[src/sv/assert_macros.svh]
// ----------------------------------------------------------------------------
// Assertion macros
// Clocked assertion helpers used by the top-level RTL file.
// ----------------------------------------------------------------------------
`ifndef ASSERT_MACROS_SVH
`define ASSERT_MACROS_SVH

// Property must hold at every clock edge outside reset.
`define ASSERT_CLK(lbl, prop, msg) \
  lbl: assert property (@(posedge clk_i) disable iff (!rst_ni) (prop)) else $error(msg);

// Expression must never be true outside reset.
`define ASSERT_NEVER(lbl, expr, msg) \
  lbl: assert property (@(posedge clk_i) disable iff (!rst_ni) !(expr)) else $error(msg);

`endif

[src/sv/ntps_pkg.sv]
`timescale 1ns / 1ps
// ----------------------------------------------------------------------------
// Nearest track point search package
// Field widths, item codes, state encoding and shared types.
// ----------------------------------------------------------------------------
package ntps_pkg;

  localparam int YEAR_W   = 14;
  localparam int MONTH_W  = 4;
  localparam int DAY_W    = 5;
  localparam int HOUR_W   = 5;
  localparam int MIN_W    = 6;
  localparam int SEC_W    = 6;
  localparam int KEY_W    = YEAR_W + MONTH_W + DAY_W + HOUR_W + MIN_W;
  localparam int STAMP_W  = KEY_W + SEC_W;
  localparam int DIST_W   = SEC_W + 1;
  localparam int IDX_OUT_W = 10;

  localparam logic [DIST_W-1:0] MINUTE_SECONDS = DIST_W'(60);

  localparam logic [1:0] MODE_CLEAR  = 2'd0;
  localparam logic [1:0] MODE_APPEND = 2'd1;
  localparam logic [1:0] MODE_QUERY  = 2'd2;

  typedef enum logic [2:0] {
    ST_IDLE = 3'b001,
    ST_SCAN = 3'b010,
    ST_OUT  = 3'b100
  } state_e;

  typedef struct packed {
    logic accept;    // item taken this cycle
    logic scan;      // walk the table
    logic load_out;  // capture result into output register
  } ctrl_cmd_t;

  typedef struct packed {
    logic done;      // search finished
  } dp_status_t;

  function automatic logic [DIST_W-1:0] abs_diff(input logic [DIST_W-1:0] a,
                                                 input logic [DIST_W-1:0] b);
    abs_diff = (a > b) ? (a - b) : (b - a);
  endfunction

endpackage

[src/sv/ntps_ctrl.sv]
`timescale 1ns / 1ps
// ----------------------------------------------------------------------------
// Nearest track point search controller
// Sequences accept, table walk and result hand-off, one item at a time.
// ----------------------------------------------------------------------------
module ntps_ctrl
  import ntps_pkg::*;
(
  input  logic       clk_i,
  input  logic       rst_ni,
  input  logic       in_valid_i,
  input  logic [1:0] mode_i,
  output logic       in_stall_o,
  output logic       out_valid_o,
  input  logic       out_stall_i,
  input  dp_status_t status_i,
  output ctrl_cmd_t  cmd_o
);

  state_e state_q, state_d;
  logic   out_valid_q, out_valid_d;

  always_comb begin
    state_d      = state_q;
    cmd_o        = '0;
    unique case (state_q)
      ST_IDLE: begin
        if (in_valid_i) begin
          cmd_o.accept = 1'b1;
          state_d      = (mode_i == MODE_QUERY) ? ST_SCAN : ST_OUT;
        end
      end
      ST_SCAN: begin
        cmd_o.scan = 1'b1;
        if (status_i.done) begin
          state_d = ST_OUT;
        end
      end
      ST_OUT: begin
        // wait for the output register to free up
        if (!out_valid_q || !out_stall_i) begin
          cmd_o.load_out = 1'b1;
          state_d        = ST_IDLE;
        end
      end
      default: state_d = ST_IDLE;
    endcase
  end

  assign out_valid_d = cmd_o.load_out | (out_valid_q & out_stall_i);

  always_ff @(posedge clk_i or negedge rst_ni) begin
    if (!rst_ni) begin
      state_q     <= ST_IDLE;
      out_valid_q <= 1'b0;
    end else begin
      state_q     <= state_d;
      out_valid_q <= out_valid_d;
    end
  end

  assign in_stall_o  = (state_q != ST_IDLE);
  assign out_valid_o = out_valid_q;

endmodule

[config.mk]
export PLATFORM = sky130hd
export DESIGN_NAME = ntps_ctrl
export DESIGN_NICKNAME = d
export VERILOG_FILES = /design/src/sv/assert_macros.svh /design/src/sv/ntps_pkg.sv /design/src/sv/ntps_ctrl.sv
export SDC_FILE = /design/constraint.sdc
export NUM_CORES = 1
export LEC_CHECK = 0
export ABC_AREA = 0
export BUFFER_PORTS_ARGS = -buffer_cell sky130_fd_sc_hd__buf_2
export CORE_AREA = 2 2 39 41
export DETAILED_ROUTE_END_ITERATION = 10
export DIE_AREA = 0 0 41 43
export HOLD_SLACK_MARGIN = 0.15
export PLACE_DENSITY_LB_ADDON = 0.15
export SLEW_MARGIN = 25
export SYNTH_ARGS = -nofsm -noshare
export SYNTH_HDL_FRONTEND = slang
export SYNTH_SLANG_ARGS = --single-unit
[constraint.sdc]
create_clock -name clk_i -period 1.4 [get_ports clk_i]
set_clock_uncertainty 0.15 [all_clocks]
set_input_delay 0.21 -clock clk_i [delete_from_list [all_inputs] [get_ports clk_i]]
set_output_delay 0.21 -clock clk_i [all_outputs]
set_load 0.01 [all_outputs]
* Yosys cells after proc, flatten, opt, wreduce, memory -nomap -nowiden
Index checks and enable logic that the tools add are counted.
Operators by class: reduce and logical (&&, ||, !) cells 4, bitwise gates (word level) 2, eq/ne operators 8, divide/modulo/power cells 0, $lt $le $gt $ge 0, muxes and demuxes 10, add/subtract/negate cells 0, multiply operators 0, shifts and indexed selects 0
Operators by type and width (count):
- $mux 3 | 4
- $pmux 3 s3 | 1
- $ne 2x2->1 const B | 3
- $mux 1 | 5
- $eq 3x1->1 const B | 1
- $eq 3x2->1 const B | 1
- $eq 3x3->1 const B | 1
- $ne 3x1->1 const B | 1
- $reduce_and 3->1 | 1
- $eq 2x2->1 const B | 1
- $logic_not 1->1 | 2
- $and 1x1->1 | 1
- $logic_or 1x1->1 | 1
- $or 1x1->1 | 1
Word-level totals: flip-flop bits (word level) 4, ROM bits 0, output and inout port bits 5, memories kept 0, word-level logic and storage cells 26, bits in latches 0, bits in writable memories 0

* Depth between registers and ports, before layout
Gate-level depths: netlist (run 1).
word-level depth 5, gate-level depth with buffers 3, mapped depth without buffers 3

* Worst setup path before layout (run 1)
Ideal clock, no wire load.
path type flip-flop to output port, start reg state_q[0], end out cmd_o[2] (netlist name), data arrival time 0.964 ns, cell stages (with the launch flop) 4, required time 1.040 ns, setup slack 0.076 ns, path through dfstp_2 and2b_2 nand2b_4 nor2_1
RTL lines:
- start: declaration | line ntps_ctrl.sv:20 | state_e state_q, state_d;
- start signal: assignment | line ntps_ctrl.sv:57 | state_q <= state_d;
- end: declaration | line ntps_ctrl.sv:17 | output ctrl_cmd_t cmd_o

==> results of run 1 <==
[worst register-to-register path: cells and delay by family, from the launching register on]
kind	cells	cell delay, ps
DFF	1	530
AOI/OAI and AO/OA	1	280
and+or+nand+nor	2	250
[worst max-delay path by stage]
stage,startpoint,end,depth (start not counted)
6_report,state_q[0],cmd_o[2],4
5_1_grt,state_q[0],cmd_o[2],4
4_1_cts,state_q[0],cmd_o[2],4
3_5_place_dp,state_q[0],cmd_o[2],4
3_3_place_gp,state_q[0],cmd_o[2],4
2_1_floorplan,state_q[0],cmd_o[2],3
[cell type report]
| type | instances | share of cell area |
|---|---|---|
| Clock buffer | 4 | 0.05769 |
| Inverter | 2 | 0.01648 |
| Multi-Input combinational cell | 20 | 0.2940 |
| Sequential cell | 4 | 0.2253 |
| Tap cell | 16 | 0.04396 |
| Timing Repair Buffer | 22 | 0.3626 |
[registers in the layout (all words and copies together) (netlist names)]
signal,count
out_valid_o,1
state_q,3
[Yosys cell counts]
library cell	count	area share
a21oi_1	2	0.043
a31oi_1	1	0.027
and2b_2	1	0.038
dfrtp_1	3	0.33
dfstp_2	1	0.11
inv_1	2	0.033
nand2_1	3	0.049
nand2b_4	1	0.060
nand3_1	1	0.022
nand3b_1	2	0.065
nor2_1	3	0.049
nor2b_1	1	0.027
nor3_1	1	0.022
nor3b_1	1	0.033
o21a_1	1	0.033
o21ai_0	1	0.022
o32ai_1	1	0.038
[where the power goes]
part           internal [mW]  switching (mW)
logic                 0.0972          0.0744
registers              0.138          0.0190
clock network          0.107          0.0464
[through the flow]
| stage | hold slack [ps] | instances |
|---|---|---|
| 3_5_place_dp | -133.9 | 54 |
| 3_3_place_gp | -134.8 | 54 |
| 5_1_grt | 208.0 | 68 |
| 2_1_floorplan | -235.6 | 26 |
| 4_1_cts | 182.7 | 67 |
| 6_report | 193.0 | 68 |
[placed cells by master, fill, tap and decap left out, types with 2 or more instances in the layout]
| master | synthesis | final |
|---|---|---|
| dlygate4sd3_1 | 0 | 7 |
| nand3b_1 | 2 | 2 |
| buf_4 | 0 | 3 |
| buf_2 | 0 | 10 |
| a21oi_1 | 2 | 2 |
| clkbuf_4 | 0 | 3 |
| inv_1 | 2 | 2 |
| nor2_1 | 3 | 2 |
| buf_6 | 0 | 2 |
| dfrtp_1 | 3 | 2 |
| nand2_1 | 3 | 3 |
[cells by family (layout without fill, tap and decap cells)]
group / Yosys count / in the layout / share of synthesized area
buffers and inverters: 2 / 28 / 0.03262
AND/OR/NAND/NOR: 14 / 14 / 0.3641
flip-flops: 4 / 4 / 0.4402
AO/OA/AOI/OAI: 6 / 6 / 0.1631
[what timing repair did]
item | in CTS | in global routing
endpoints found under the setup margin | 4 | 4
endpoints found under the hold margin | 7 | 0
resized for setup | 2 | 4
pin swaps | 1 | 1
buffers inserted | 2 | 1
hold buffers | 7 | 0
[metal layers]
| layer | share of wire | wire [um] | GRT usage |
|---|---|---|---|
| met1 | 0.38 | 246 | 0.08525 |
| met2 | 0.57 | 373 | 0.1469 |
| met3 | 0.043 | 28 | 0.01571 |
| met4 | 0 | 0 | 0.08000 |
| met5 | 0 | 0 | 0 |
==> flow_summary.ini, run 1 <==
[run_status]
status = complete, but fails checks
violations = negative setup slack

[critical_path]
cpLargestDelayFamily = flip-flops
reg2reg_to = state_q[2]
r2r_start = state_q[0]
ff2ff_setup_slack_ps = 90
crit_required_ps = 1040
crit_type = reg2out
end_kind = primary output
setup.worst_path.start_class = flip-flop
worstPathArrival_ps = 1180
crit_slowest_cell = dfstp_2
max_stage_delay_ps = 530
reg2regPathDepth = 3
critPathMaxFanout = 3
cp_cell_sequence = and2b_2, nand2b_4, nor2_4, buf_6
cp_num_buf_inv = 1

[logic_synthesis]
syn_area_um2 = 230.2
syn_nets = 33
ys_ff_latch = 4
yosysSeqAreaShare = 0.4402
synth.distinct_cells = 17
yosys_warnings = 0
avgSynthCellArea_um2 = 8.855
synth_cells = 26

[sta]
period_needed_ps = 1543
slew_viol_final = 0
maxSlewHeadroom = 0.8395
setup_violations = 4
max_slew.worst_pin.slew_ps = 240.1
max_freq_mhz = 648.0
fin_ws_ps = -143.2
fin_tns_setup_ps = -389.0
min_period_over_period = 1.102
rsz0062_at_grt = true
hold_viol = 0

[floorplanning]
core_area_um2 = 1384
die_area_um2 = 1763
ios = 12
die_w_um = 41
num_rows = 14
fp.dieH_um = 43
start_util = 0.1664

[layout]
final_area_um2 = 455.4
n_antenna_cell = 0
final_nets = 60
ff_latch_area_um2 = 102.6
area_growth_pct = 97.83
drive_gt1_frac = 0.4615
multiInputGateArea_um2 = 133.9
final_util = 0.3291
fillers = 157

[place]
place_ws_ps = 70.12
postPlaceCellArea_um2 = 312.8
globalplace.congestion = 0.6183
dp.final_hpwl_um = 421.9
io_buffer_count = 11

[worst_hold_path]
hp-start = status_i
hold_path_class = in2reg
holdPathStages = 4
min_to = state_q[1]

[drt]
routed_wl_um = 649
ant_nets = 0
vias = 273
first_iter_violations = 1
viasPerCell = 4.015
drc = 0
wl_per_cell_um = 9.544
drtPass1Iterations = 2

[clock_network]
clkLatencyLatePin_ps = 230
clockRootBuffer = clkbuf_4
h-tree-depth = 1
clock-sinks = 4
numCtsBuffers = 3
cts_tree = done
clock_path_buffers = 2
clk_pin_slew_worst_paths_ps = 40

[global_routing]
grt_usage = 0.08889
grt_pass1_vias = 266
grt_max_degree = 8
grt_pass1_wl_um = 1007
antenna_found_initial = 0
grt_overflow = 0

[pwr]
p_total_mw = 0.4819
power_leakage_nw = 0.2127
power.density_nw_per_um2 = 1058
peakVddDrop_mv = 0.3889

[job]
drv_cap = 0
No activity file was read; power rests on OpenSTA's default activity.
==> inputs of run 2 (changes only) <==
ABC_AREA = 1   (was 0)
==> run 2 against run 1 <==
The flow still finishes with violations (negative setup slack). Non-clock buffer count increased by 1. Critical path depth increased by 1. First-iteration DRC count decreased by 100%. Global-route usage increased by 0.27 points. Register-to-register slack got worse by 100 ps. Largest cell class unchanged. Clock power increased by 3%. Total power increased by 71%. Maximum frequency increased by 1.7%. Final cell count increased by 12%. Largest power group unchanged.
==> flow_summary.ini, run 2 <==
[floorplanning]
die_w_um = 41
ios = 12
core_area_um2 = 1384
die_area_um2 = 1763
num_rows = 14
fp.dieH_um = 43
start_util = 0.1736

[run_status]
violations = negative setup slack
status = complete, but fails checks

[job]
drv_cap = 0

[layout]
final_nets = 68
area_growth_pct = 91.15
n_antenna_cell = 0
fin_cells = 76
largest_reg_flops = 3
drive_gt1_frac = 0.4500
final_cell_mix = buf_2, dlygate4sd3_1, nand2_1, nor2_1
final_common_cell = buf_2
top_register = state_q

[logic_synthesis]
synth_top_area_share = 0.3125
netlist_top_cells_area = dfrtp_1, dfstp_2, nand2_1
synth.distinct_cells = 12
synthMostInstantiatedCell = nand2_1
synth-edff-count = 0
synthTopCellsByCount = nand2_1, inv_1, nor2_1
syn_nets = 40
avgSynthCellArea_um2 = 7.280
synth.largest_area_cell = dfrtp_1
synth-main-ff-cell = dfrtp_1
yosysSeqAreaShare = 0.4219
yosys_warnings = 0
ys_ff_latch = 4
synth_cells = 33
async_flop_share = 1.000
syn_area_um2 = 240.2

[critical_path]
ff2ff_setup_slack_ps = -10
cp-startpoint = state_q[0]
reg2regPathDepth = 9
crit_required_ps = 1040
critPathMaxFanout = 2
end_kind = primary output
reg2reg_to = state_q[2]
crit_type = reg2out
r2r_start = state_q[0]
max_stage_delay_ps = 530
worstPathArrival_ps = 1160
crit_slowest_cell = dfstp_2
cp-endpoint = cmd_o[1]
setup.worst_path.start_class = flip-flop
cp_cell_sequence = inv_2, buf_4, nand3_4, inv_1, buf_2

[clock_network]
clockRootBuffer = clkbuf_4
cts_tree = done
clock-sinks = 4
numCtsBuffers = 3
clkLatencyLatePin_ps = 240
h-tree-depth = 1
clock_path_buffers = 2
clk_pin_slew_worst_paths_ps = 40

[sta]
maxSlewHeadroom = 0.8656
slew_viol_final = 0
setup_violations = 5
max_slew.worst_pin.slew_ps = 201.6
period_needed_ps = 1517
fin_ws_ps = -116.8
max_freq_mhz = 659.3
rsz0062_at_grt = true
hold_ws_ps = 189.1
min_period_over_period = 1.083
hold_viol = 0

[drt]
vias = 283
drtPass1Iterations = 1
drc = 0
viasPerCell = 3.724
wl_per_cell_um = 7.539
ant_nets = 0
routed_wl_um = 573
first_iter_violations = 0

[global_routing]
grt_overflow = 0
use_met1 = 0.1036
grt-busiest-layer = met2
antenna_found_initial = 0
grt_pass1_vias = 274
grt_max_degree = 5
grt_pass1_wl_um = 1014
grt_util_met3 = 0.01571
grt_usage = 0.09155
grt_use_met2 = 0.1281

[place]
globalplace.congestion = 0.6392
dp.final_hpwl_um = 415.4
place_ws_ps = 52.08
io_buffer_count = 11
place_inst = 60

[pwr]
peakVddDrop_mv = 0.4866
power_leakage_nw = 0.2603
power.density_nw_per_um2 = 1794

[worst_hold_path]
holdPathStages = 5
hold_path_class = in2reg
==> run 2: changes by cell type after synthesis, moves of 2 or more <==
cell / before / now
inv_1: 2 / 6
nand2_1: 3 / 7
nor2_1: 3 / 6
a21oi_1: 2 / 0
nand3_2: 0 / 2
nand3b_1: 2 / 0
o21ai_1: 0 / 2
==> run 2: how the worst min path moves through the flow <==
stage,slack [ps],end,from
global placement,-130,out_valid_o,rst_ni
CTS,190,state_q[1],mode_i[1]
floorplan,-240,out_valid_o,rst_ni
detailed placement,-130,out_valid_o,rst_ni
global route,250,state_q[1],mode_i[1]
finish,190,state_q[1],mode_i[1]
==> run 2: per-layer routing <==
layer | share of wire | up-vias
met5 | 0 | -
met4 | 0 | 0
met3 | 0.051 | 0
met2 | 0.53 | 8
met1 | 0.42 | 122
li1 | - | 153
==> run 2: power breakdown <==
part           internal [mW]  switching (mW)
sequential             0.175          0.0432
clock                  0.107          0.0504
combinational          0.228           0.220
==> run 2: timing repair <==
item	CTS	global route
pin swaps	2	1
cloned	0	0
resized for setup	2	1
hold buffers	7	0
endpoints found under the hold margin	7	0
endpoints found under the setup margin	4	5
buffers inserted	4	1
==> run 2: kinds of logic after synthesis <==
family | Yosys count | share of synthesized area
simple gates | 19 | 0.4011
flops | 4 | 0.4219
compound gates | 3 | 0.06773
buf+inv | 7 | 0.1094
==> run 2: per-stage QoR <==
step / power, mW / util / setup TNS, ps / cell area [um^2]
final: 0.8237 / 0.3318 / -327.1 / 459.2
after global routing: 0.9049 / 0.3318 / -706.7 / 459.2
after CTS: 0.8144 / 0.3246 / -427.9 / 449.2
after detailed placement: 0.5298 / 0.2278 / 0 / 315.3
after global placement: 0.5322 / 0.2278 / 0 / 315.3
after floorplan: 0.4329 / - / 0 / 240.2
==> run 2: worst max-delay path: cells and delay by family, from the launching register on <==
family	cells	cell delay, ps
buffers and inverters	4	330
AND/OR/NAND/NOR	1	60
flip-flops	1	530
==> run 2: final cells by class <==
cell class / instances / area (um^2)
Fill cell: 157 / 924.6
Timing Repair Buffer: 23 / 162.7
Multi-Input combinational cell: 22 / 122.6
Sequential cell: 4 / 101.3
Clock buffer: 4 / 26.28
Inverter: 7 / 26.28
Tap cell: 16 / 20.02
